$ cat src/rtl/pcea_pkg.sv
// Shared constants, codes and types for the charge and energy accumulator.
`timescale 1ns / 1ps

package pcea_pkg;

  // Serial multiplier: 32-bit multiplicand, one multiplier bit per step
  localparam int MCAND_W = 32;
  localparam int MPLR_W  = 20;
  localparam int PROD_W  = MCAND_W + MPLR_W;

  // Serial divider: restoring, one quotient bit per step
  localparam int DIVIDEND_W = 46;
  localparam int QUO_W      = 24;
  localparam int DVSR_W     = DIVIDEND_W - QUO_W;

  localparam int CNT_W = 5;
  localparam logic [CNT_W-1:0] MUL_STEPS = CNT_W'(MPLR_W);
  localparam logic [CNT_W-1:0] DIV_STEPS = CNT_W'(QUO_W);
  // Extra count after the last divide step, where the quotient is read
  localparam logic [CNT_W-1:0] DIV_DONE  = CNT_W'(QUO_W + 1);

  localparam logic [DVSR_W-1:0]     MS_PER_HOUR = 22'd3600000;
  localparam logic [DVSR_W-1:0]     MW_PER_UNIT = 22'd1000;
  localparam logic [34:0]           ROUND_HALF  = 35'd500;
  localparam logic [34:0]           SAT_LIMIT   = 35'd1000000000;
  localparam logic [19:0]           POWER_MAX   = 20'd999999;
  localparam logic [DIVIDEND_W-1:0] TOTAL_CAP   = 46'd35999996400000;
  localparam logic [5:0]            SIXTY_LAST  = 6'd59;
  localparam logic [6:0]            HOURS_MAX   = 7'd99;

  localparam logic [1:0] ACT_MEASURE = 2'd0;
  localparam logic [1:0] ACT_TICK    = 2'd1;
  localparam logic [1:0] ACT_CLEAR   = 2'd2;

  typedef struct packed {
    logic load;
    logic step;
  } pcea_ctl_t;

  typedef enum logic [6:0] {
    ST_IDLE = 7'b0000001,
    ST_MUL1 = 7'b0000010,
    ST_DIVP = 7'b0000100,
    ST_MUL2 = 7'b0001000,
    ST_ACC  = 7'b0010000,
    ST_DIVT = 7'b0100000,
    ST_OUT  = 7'b1000000
  } pcea_state_t;

endpackage

$ cat src/rtl/pcea_sermul.sv
// Bit-serial shift-and-add multiplier, one multiplier bit per step.
`timescale 1ns / 1ps

module pcea_sermul (
  input  logic                          clk,
  input  pcea_pkg::pcea_ctl_t           ctl,
  input  logic [pcea_pkg::MCAND_W-1:0]  mcand_in,
  input  logic [pcea_pkg::MPLR_W-1:0]   mplr_in,
  output logic [pcea_pkg::PROD_W-1:0]   prod
);

  logic [pcea_pkg::MCAND_W-1:0] mcand;
  logic [pcea_pkg::MCAND_W:0]   hi_sum;
  logic [pcea_pkg::PROD_W-1:0]  prod_next;

  always_comb begin
    hi_sum = {1'b0, prod[pcea_pkg::PROD_W-1:pcea_pkg::MPLR_W]}
           + (prod[0] ? {1'b0, mcand} : '0);
    prod_next = {hi_sum, prod[pcea_pkg::MPLR_W-1:1]};
  end

  always_ff @(posedge clk) begin
    if (ctl.load) begin
      mcand <= mcand_in;
      prod  <= {{pcea_pkg::MCAND_W{1'b0}}, mplr_in};
    end else if (ctl.step) begin
      prod <= prod_next;
    end
  end

endmodule

$ cat src/rtl/pcea_serdiv.sv
// Restoring divider, one quotient bit per step.
`timescale 1ns / 1ps

module pcea_serdiv (
  input  logic                             clk,
  input  pcea_pkg::pcea_ctl_t              ctl,
  input  logic [pcea_pkg::DIVIDEND_W-1:0]  dividend_in,
  input  logic [pcea_pkg::DVSR_W-1:0]      divisor_in,
  output logic [pcea_pkg::QUO_W-1:0]       quo
);

  logic [pcea_pkg::DVSR_W-1:0] rem;
  logic [pcea_pkg::DVSR_W-1:0] dvsr;
  logic [pcea_pkg::DVSR_W:0]   trial;
  logic [pcea_pkg::DVSR_W:0]   diff;
  logic                        ge;

  // The dividend's upper part must stay below the divisor, so the quotient fits
  always_comb begin
    trial = {rem, quo[pcea_pkg::QUO_W-1]};
    diff  = trial - {1'b0, dvsr};
    ge    = (trial >= {1'b0, dvsr});
  end

  always_ff @(posedge clk) begin
    if (ctl.load) begin
      rem  <= dividend_in[pcea_pkg::DIVIDEND_W-1:pcea_pkg::QUO_W];
      quo  <= dividend_in[pcea_pkg::QUO_W-1:0];
      dvsr <= divisor_in;
    end else if (ctl.step) begin
      rem <= ge ? diff[pcea_pkg::DVSR_W-1:0] : trial[pcea_pkg::DVSR_W-1:0];
      quo <= {quo[pcea_pkg::QUO_W-2:0], ge};
    end
  end

endmodule

$ cat src/rtl/power_charge_energy_accumulator.sv
// Top level of the charge and energy accumulator with runtime clock.
// Sequence: a measurement word passes through the phases MUL1, DIVP, MUL2, ACC,
//   DIVT and OUT in turn; tick, clear and unused action words go straight to OUT.
// Throughput: in_stall holds off a new word until the last one reaches the output
//   register, set by the serial multipliers and the restoring dividers in sequence.
// Reset: synchronous; zeroes stamps, totals, power and runtime, empties the output.
`timescale 1ns / 1ps

module power_charge_energy_accumulator (
  input  logic        clk,
  input  logic        rst,
  input  logic        in_valid,
  output logic        in_stall,
  input  logic [1:0]  action,
  input  logic [16:0] voltage_mv,
  input  logic [16:0] current_ma,
  input  logic [31:0] stamp_ms,
  input  logic        reply_in_time,
  input  logic        run_enable,
  output logic        out_valid,
  input  logic        out_stall,
  output logic [19:0] power_mw,
  output logic        power_changed,
  output logic [23:0] charge_mah,
  output logic [23:0] energy_mwh,
  output logic [6:0]  run_hours,
  output logic [5:0]  run_minutes,
  output logic [5:0]  run_seconds
);

  pcea_pkg::pcea_state_t state;
  logic [pcea_pkg::CNT_W-1:0] cnt;

  // Architectural state
  logic [31:0] newest_stamp;
  logic [31:0] older_stamp;
  logic [pcea_pkg::DIVIDEND_W-1:0] charge_total;
  logic [pcea_pkg::DIVIDEND_W-1:0] energy_total;
  logic [19:0] previous_power;
  logic [5:0]  elapsed_seconds;
  logic [5:0]  elapsed_minutes;
  logic [6:0]  elapsed_hours;
  // Totals converted to hour units, kept so ticks need no division
  logic [23:0] charge_q;
  logic [23:0] energy_q;

  // Working registers of one measurement
  logic [16:0] volt_r;
  logic [16:0] curr_r;
  logic [31:0] dt;
  logic        sat;
  logic        chg;

  pcea_pkg::pcea_ctl_t mula_ctl, mulb_ctl, divp_ctl, divt_ctl;
  logic [pcea_pkg::MCAND_W-1:0]    mula_mcand;
  logic [pcea_pkg::MPLR_W-1:0]     mula_mplr;
  logic [pcea_pkg::PROD_W-1:0]     mula_prod;
  logic [pcea_pkg::PROD_W-1:0]     mulb_prod;
  logic [pcea_pkg::QUO_W-1:0]      divp_quo;
  logic [pcea_pkg::QUO_W-1:0]      divc_quo;
  logic [pcea_pkg::QUO_W-1:0]      dive_quo;
  logic [34:0]                     rounded;
  logic [pcea_pkg::DIVIDEND_W-1:0] divp_dividend;
  logic [19:0]                     power_val;
  logic [pcea_pkg::PROD_W:0]       charge_sum;
  logic [pcea_pkg::PROD_W:0]       energy_sum;
  logic                            out_free;

  assign in_stall = (state != pcea_pkg::ST_IDLE);
  assign out_free = !out_valid || !out_stall;

  // Sequencer controls: the first cycle of a phase loads a unit, the rest step it;
  // a divide phase holds its last cycle so the finished quotient can be read
  always_comb begin
    mula_ctl.load = ((state == pcea_pkg::ST_MUL1) || (state == pcea_pkg::ST_MUL2))
                    && (cnt == '0);
    mula_ctl.step = ((state == pcea_pkg::ST_MUL1) || (state == pcea_pkg::ST_MUL2))
                    && (cnt != '0);
    mulb_ctl.load = (state == pcea_pkg::ST_MUL1) && (cnt == '0);
    mulb_ctl.step = (state == pcea_pkg::ST_MUL1) && (cnt != '0);
    divp_ctl.load = (state == pcea_pkg::ST_DIVP) && (cnt == '0);
    divp_ctl.step = (state == pcea_pkg::ST_DIVP) && (cnt != '0)
                    && (cnt != pcea_pkg::DIV_DONE);
    divt_ctl.load = (state == pcea_pkg::ST_DIVT) && (cnt == '0);
    divt_ctl.step = (state == pcea_pkg::ST_DIVT) && (cnt != '0)
                    && (cnt != pcea_pkg::DIV_DONE);
  end

  // Unit A forms volt * curr first, then power * interval
  always_comb begin
    if (state == pcea_pkg::ST_MUL2) begin
      mula_mcand = dt;
      mula_mplr  = previous_power;
    end else begin
      mula_mcand = {15'b0, volt_r};
      mula_mplr  = {3'b0, curr_r};
    end
  end

  // Round half up, then divide by 1000; saturate where the rounded sum reaches 1e9
  always_comb begin
    rounded       = {1'b0, mula_prod[33:0]} + pcea_pkg::ROUND_HALF;
    divp_dividend = {11'b0, rounded};
    power_val     = sat ? pcea_pkg::POWER_MAX : divp_quo[19:0];
    charge_sum    = {7'b0, charge_total} + {1'b0, mulb_prod};
    energy_sum    = {7'b0, energy_total} + {1'b0, mula_prod};
  end

  pcea_sermul u_mula (
    .clk      (clk),
    .ctl      (mula_ctl),
    .mcand_in (mula_mcand),
    .mplr_in  (mula_mplr),
    .prod     (mula_prod)
  );

  pcea_sermul u_mulb (
    .clk      (clk),
    .ctl      (mulb_ctl),
    .mcand_in (dt),
    .mplr_in  ({3'b0, curr_r}),
    .prod     (mulb_prod)
  );

  pcea_serdiv u_divp (
    .clk         (clk),
    .ctl         (divp_ctl),
    .dividend_in (divp_dividend),
    .divisor_in  (pcea_pkg::MW_PER_UNIT),
    .quo         (divp_quo)
  );

  pcea_serdiv u_divc (
    .clk         (clk),
    .ctl         (divt_ctl),
    .dividend_in (charge_total),
    .divisor_in  (pcea_pkg::MS_PER_HOUR),
    .quo         (divc_quo)
  );

  pcea_serdiv u_dive (
    .clk         (clk),
    .ctl         (divt_ctl),
    .dividend_in (energy_total),
    .divisor_in  (pcea_pkg::MS_PER_HOUR),
    .quo         (dive_quo)
  );

  always_ff @(posedge clk) begin
    if (rst) begin
      state           <= pcea_pkg::ST_IDLE;
      cnt             <= '0;
      out_valid       <= 1'b0;
      newest_stamp    <= '0;
      older_stamp     <= '0;
      charge_total    <= '0;
      energy_total    <= '0;
      previous_power  <= '0;
      elapsed_seconds <= '0;
      elapsed_minutes <= '0;
      elapsed_hours   <= '0;
      charge_q        <= '0;
      energy_q        <= '0;
    end else begin
      // Drop the output word once taken, unless ST_OUT below loads the next one
      if (out_valid && !out_stall && (state != pcea_pkg::ST_OUT)) begin
        out_valid <= 1'b0;
      end
      case (state)
        pcea_pkg::ST_IDLE: begin
          if (in_valid) begin
            chg <= 1'b0;
            cnt <= '0;
            case (action)
              pcea_pkg::ACT_MEASURE: begin
                volt_r <= voltage_mv;
                curr_r <= current_ma;
                // Record the stamp when the meters replied in time, else reuse the interval
                if (reply_in_time) begin
                  older_stamp  <= newest_stamp;
                  newest_stamp <= stamp_ms;
                  dt           <= stamp_ms - newest_stamp;
                end else begin
                  dt <= newest_stamp - older_stamp;
                end
                state <= pcea_pkg::ST_MUL1;
              end
              pcea_pkg::ACT_TICK: begin
                // Seconds and minutes wrap; hours hold at their limit
                if (run_enable) begin
                  if (elapsed_seconds < pcea_pkg::SIXTY_LAST) begin
                    elapsed_seconds <= elapsed_seconds + 6'd1;
                  end else begin
                    elapsed_seconds <= '0;
                    if (elapsed_minutes < pcea_pkg::SIXTY_LAST) begin
                      elapsed_minutes <= elapsed_minutes + 6'd1;
                    end else begin
                      elapsed_minutes <= '0;
                      if (elapsed_hours < pcea_pkg::HOURS_MAX) begin
                        elapsed_hours <= elapsed_hours + 7'd1;
                      end
                    end
                  end
                end
                state <= pcea_pkg::ST_OUT;
              end
              pcea_pkg::ACT_CLEAR: begin
                // Stamps and the last power survive a clear
                charge_total    <= '0;
                energy_total    <= '0;
                charge_q        <= '0;
                energy_q        <= '0;
                elapsed_seconds <= '0;
                elapsed_minutes <= '0;
                elapsed_hours   <= '0;
                state           <= pcea_pkg::ST_OUT;
              end
              default: begin
                state <= pcea_pkg::ST_OUT;
              end
            endcase
          end
        end
        pcea_pkg::ST_MUL1: begin
          if (cnt == pcea_pkg::MUL_STEPS) begin
            cnt   <= '0;
            state <= pcea_pkg::ST_DIVP;
          end else begin
            cnt <= cnt + 5'd1;
          end
        end
        pcea_pkg::ST_DIVP: begin
          if (cnt == '0) begin
            sat <= (rounded >= pcea_pkg::SAT_LIMIT);
          end
          if (cnt == pcea_pkg::DIV_DONE) begin
            chg            <= (power_val != previous_power);
            previous_power <= power_val;
            cnt            <= '0;
            state          <= pcea_pkg::ST_MUL2;
          end else begin
            cnt <= cnt + 5'd1;
          end
        end
        pcea_pkg::ST_MUL2: begin
          if (cnt == pcea_pkg::MUL_STEPS) begin
            cnt   <= '0;
            state <= pcea_pkg::ST_ACC;
          end else begin
            cnt <= cnt + 5'd1;
          end
        end
        pcea_pkg::ST_ACC: begin
          // Add both products and clamp each total at its cap
          charge_total <= (charge_sum > {7'b0, pcea_pkg::TOTAL_CAP}) ?
                          pcea_pkg::TOTAL_CAP : charge_sum[pcea_pkg::DIVIDEND_W-1:0];
          energy_total <= (energy_sum > {7'b0, pcea_pkg::TOTAL_CAP}) ?
                          pcea_pkg::TOTAL_CAP : energy_sum[pcea_pkg::DIVIDEND_W-1:0];
          cnt   <= '0;
          state <= pcea_pkg::ST_DIVT;
        end
        pcea_pkg::ST_DIVT: begin
          if (cnt == pcea_pkg::DIV_DONE) begin
            charge_q <= divc_quo;
            energy_q <= dive_quo;
            cnt      <= '0;
            state    <= pcea_pkg::ST_OUT;
          end else begin
            cnt <= cnt + 5'd1;
          end
        end
        pcea_pkg::ST_OUT: begin
          // Hold the finished word until the output register is free
          if (out_free) begin
            power_mw      <= previous_power;
            power_changed <= chg;
            charge_mah    <= charge_q;
            energy_mwh    <= energy_q;
            run_hours     <= elapsed_hours;
            run_minutes   <= elapsed_minutes;
            run_seconds   <= elapsed_seconds;
            out_valid     <= 1'b1;
            state         <= pcea_pkg::ST_IDLE;
          end
        end
        default: begin
          state <= pcea_pkg::ST_IDLE;
        end
      endcase
    end
  end

  a_charge_capped: assert property (@(posedge clk) disable iff (rst)
    charge_total <= pcea_pkg::TOTAL_CAP)
    else $error("charge total above cap");

  a_energy_capped: assert property (@(posedge clk) disable iff (rst)
    energy_total <= pcea_pkg::TOTAL_CAP)
    else $error("energy total above cap");

  a_runtime_range: assert property (@(posedge clk) disable iff (rst)
    (elapsed_seconds <= pcea_pkg::SIXTY_LAST) && (elapsed_minutes <= pcea_pkg::SIXTY_LAST)
    && (elapsed_hours <= pcea_pkg::HOURS_MAX))
    else $error("runtime out of range");

  a_power_range: assert property (@(posedge clk) disable iff (rst)
    previous_power <= pcea_pkg::POWER_MAX)
    else $error("power above saturation limit");

  a_out_loaded: assert property (@(posedge clk) disable iff (rst)
    (state == pcea_pkg::ST_OUT) && out_free |=> out_valid && !in_stall)
    else $error("finished word not presented");

endmodule
$ cat config.mk
export PLATFORM = sky130hd
export DESIGN_NAME = power_charge_energy_accumulator
export DESIGN_NICKNAME = d
export VERILOG_FILES = /design/src/rtl/pcea_pkg.sv /design/src/rtl/pcea_sermul.sv /design/src/rtl/pcea_serdiv.sv /design/src/rtl/power_charge_energy_accumulator.sv
export SDC_FILE = /design/constraint.sdc
export NUM_CORES = 2
export LEC_CHECK = 0
export BUFFER_PORTS_ARGS = -buffer_cell sky130_fd_sc_hd__buf_2
export CAP_MARGIN = 15
export CORE_MARGIN = 2
export CORE_UTILIZATION = 58
export DETAILED_ROUTE_END_ITERATION = 16
export PLACE_DENSITY = 0.75
export SLEW_MARGIN = 20
export SYNTH_ARGS = -nofsm -noshare
export SYNTH_HDL_FRONTEND = slang
export SYNTH_SLANG_ARGS = --single-unit
$ cat constraint.sdc
create_clock -name clk -period 10.7 [get_ports clk]
set_input_delay 1.605 -clock clk [delete_from_list [all_inputs] [get_ports clk]]
set_output_delay 1.605 -clock clk [all_outputs]
set_load 0.005 [all_outputs]
==> impl_metrics.json <==
{
  "fin_nets": 4654,
  "grt_pass1_vias": 29898,
  "crit_top_cell": "o21ai_1",
  "clock_path_buffers": 3,
  "netlist_instances": 4276,
  "vias_per_cell": 6.11,
  "nFillCells": 5778,
  "yosys.area.top_type": "edfxtp_1",
  "seq_area_um2": 18200,
  "gp_congestion": 0.977,
  "place_area_um2": 42500,
  "slew_violations": 0,
  "coreArea_um2": 70100,
  "holdBufCountCts": 0,
  "grtUsageTotal": 0.272,
  "syn_area_um2": 41100,
  "hpwl_um": 75200,
  "antenna_found_initial": 5,
  "io_buffers": 163,
  "worstHoldEndpoint": "charge_mah[3]",
  "grt_max_degree": 74,
  "path_class": "flop to flop",
  "hp-class": "flop to flop",
  "clockRootBuffer": "clkbuf_16",
  "synthTopCellsByArea": "edfxtp_1 (28%), dfxtp_1 (16%), ha_1 (7.0%)",
  "ys_types": 101,
  "hold_path_startpoint": "charge_q[3]",
  "end_kind": "flop",
  "power_leakage_nw": 17.7,
  "internal_power_mw": 4.68,
  "htree_levels": 3,
  "reg2reg_to": "energy_total[4]",
  "rows": 97,
  "reg2reg_depth": 15,
  "hold_depth": 0,
  "ys_top_cells_by_count": "nand2_1 (443), edfxtp_1 (384), a21oi_1 (360), dfxtp_1 (334), nor2_1 (291)",
  "cts.clk_slew.worst_paths_ps": 60,
  "ys_seq_area_frac": 0.443,
  "worst_path_largest_cell_delay_ps": 780,
  "ys_ff_latch": 718,
  "cts_setup_buffers": 0,
  "tns_ps": 0,
  "diodes": 0,
  "fin_area_um2": 45200,
  "drive_above_1_share": 0.108,
  "min_period_ps": 5580,
  "syn2layout_area_growth_pct": 9.91,
  "insertion_delay_ps": 640,
  "wl_per_cell_um": 19.2,
  "die-height_um": 270,
  "cts_sinks": 718,
  "synth_flop_cell": "edfxtp_1",
  "rsz0062_at_grt": "false",
  "crit_chain": "ha_1 -> fa_1 -> a211oi_1 -> o21ai_1 -> o311ai_1 -> a31oi_1 -> o21ai_1 -> o21bai_1 -> a21boi_1 -> xnor2_1 -> a2111oi_2 -> o211ai_1 -> a21oi_2 -> buf_4 -> a32o_1",
  "ios": 164,
  "combPwrFrac": 0.073,
  "finClkSkew_ps": 29.5,
  "setup_viol": 0,
  "multi_input_area_um2": 21600,
  "worstPathArrival_ps": 6140,
  "die_area_um2": 73000,
  "power_frac_seq": 0.482,
  "synth_edf_count": 384,
  "synthArstFlopShare": 0,
  "critPathSlowestCell": "edfxtp_1",
  "switching_share": 0.237,
  "finalCoreUtilization": 0.644,
  "initialDrtViolationCount": 2758,
  "status": "complete, no violations",
  "ys_warn_count": 0,
  "worst_setup_path_start_kind": "flop",
  "routed_wl_um": 103000,
  "cts_tree": "yes",
  "irDropWorstVdd_v": 0.000144,
  "reg2reg_from": "u_mula.prod[0]",
  "fmax_ghz": 0.179,
  "die_w_um": 270,
  "required_ps": 11260,
  "hold_viol": 0,
  "crit_path_max_fanout": 34,
  "holdWs_ps": 433,
  "timing.slew.headroom": 0.266,
  "p_sw_mw": 1.45,
  "drcViolationCount": 0,
  "power.density_nw_per_um2": 136,
  "rrSetupSlack_ps": 5120,
  "fin_crit_sh": 0.521,
  "drv_cap": 0,
  "synth_fp_nets": 4585,
  "syn_area_per_cell_um2": 9.61,
  "numCtsBuffers": 77,
  "synth_top_area_share": 0.281,
  "yosysMostFrequentCell": "nand2_1",
  "ant_nets": 0,
  "power.share.clock": 0.445,
  "initial_utilization": 0.586,
  "num_vias": 32684,
  "grt_overflow": 0,
  "cts-resized-gates": 0,
  "grt_pass1_wl_um": 162000,
  "firstDrtPassIters": 6,
  "worst_pin_slew_ps": 1100
}
-- placed cells by master, fill, tap and decap left out, drive strengths merged, types with 109 or more instances in the layout --
cell type	Yosys	routed
nand2	443	443
edfxtp	384	384
a21oi	363	363
dfxtp	334	334
nor2	291	291
ha	229	229
o21ai	222	222
buf	29	191
xnor2	148	148
inv	140	142
xor2	117	117
a21o	109	109
-- routing by layer --
| metal | up-vias | part of all wire | routed length [um] | GRT usage |
|---|---|---|---|---|
| met5 | - | 0.00037 | 38 | 0 |
| met4 | 6 | 0.032 | 3270 | 0.0861 |
| met3 | 210 | 0.063 | 6470 | 0.0346 |
| met2 | 1082 | 0.46 | 47000 | 0.442 |
| met1 | 15380 | 0.45 | 45800 | 0.378 |
| li1 | 16006 | - | - | - |
-- worst max-delay path: cells and delay by family, from the launching register on --
family	cells	cell delay, ps
flip-flops	1	780
AO/OA/AOI/OAI	11	3290
buffers and inverters	1	410
XOR/XNOR	1	130
adder cells (fa/ha/maj)	2	860
-- cell families (layout without fill, tap and decap cells) --
family	Yosys count	in the layout	share of synthesized area
mux	133	133	0.0354
flops	718	718	0.443
simple gates	1372	1372	0.163
fa+ha+maj	235	235	0.0726
buf+inv	342	474	0.0335
xor+xnor	265	265	0.0567
compound gates	1211	1211	0.196
-- power by group through the flow --
stage | Sequential [mW] | Clock, mW | Combinational (mW)
global placement | 3.02 | 0 | 0.437
global route | 2.96 | 2.87 | 0.494
detailed placement | 3.02 | 0 | 0.441
finish | 2.96 | 2.73 | 0.447
floorplan | 3.00 | 0 | 0.323
CTS | 2.96 | 2.77 | 0.444
-- stage by stage --
| stage | power [mW] | std cells | setup slack (ps) |
|---|---|---|---|
| 3_5_place_dp | 3.46 | 5206 | 5180 |
| 4_1_cts | 6.17 | 5348 | 5150 |
| 2_1_floorplan | 3.33 | 4276 | 1660 |
| 6_report | 6.13 | 5348 | 5120 |
| 5_1_grt | 6.33 | 5348 | 4710 |
| 3_3_place_gp | 3.45 | 5206 | 5270 |
-- registers in the layout (all words and copies together) (netlist names), 32 cells and up --
| signal | flops |
|---|---|
| dt | 32 |
| charge_total | 46 |
| older_stamp | 32 |
| u_mula.mcand | 32 |
| energy_total | 46 |
| newest_stamp | 32 |
| u_mula.prod | 52 |
| u_mulb.prod | 52 |
| u_mulb.mcand | 32 |
-- how the worst max path moves through the flow --
stage	from	cells past startpoint	end
global placement	u_mulb.prod[0]	13	charge_total[39]
CTS	u_mulb.prod[0]	13	charge_total[39]
finish	u_mula.prod[0]	15	energy_total[4]
floorplan	rst	3	charge_mah[0]
global route	u_mula.prod[0]	15	energy_total[4]
detailed placement	u_mulb.prod[0]	13	charge_total[39]
-- cell type report --
type                    instances  share of cell area
repair buffers                191              0.0229
well taps                     940              0.0260
flip-flops and latches        718               0.403
clock buffers                  99              0.0467
clock inverters                43              0.0112
inverters                     141              0.0117
multi-input cells            3216               0.478
Power figures use the tool's default switching activity.
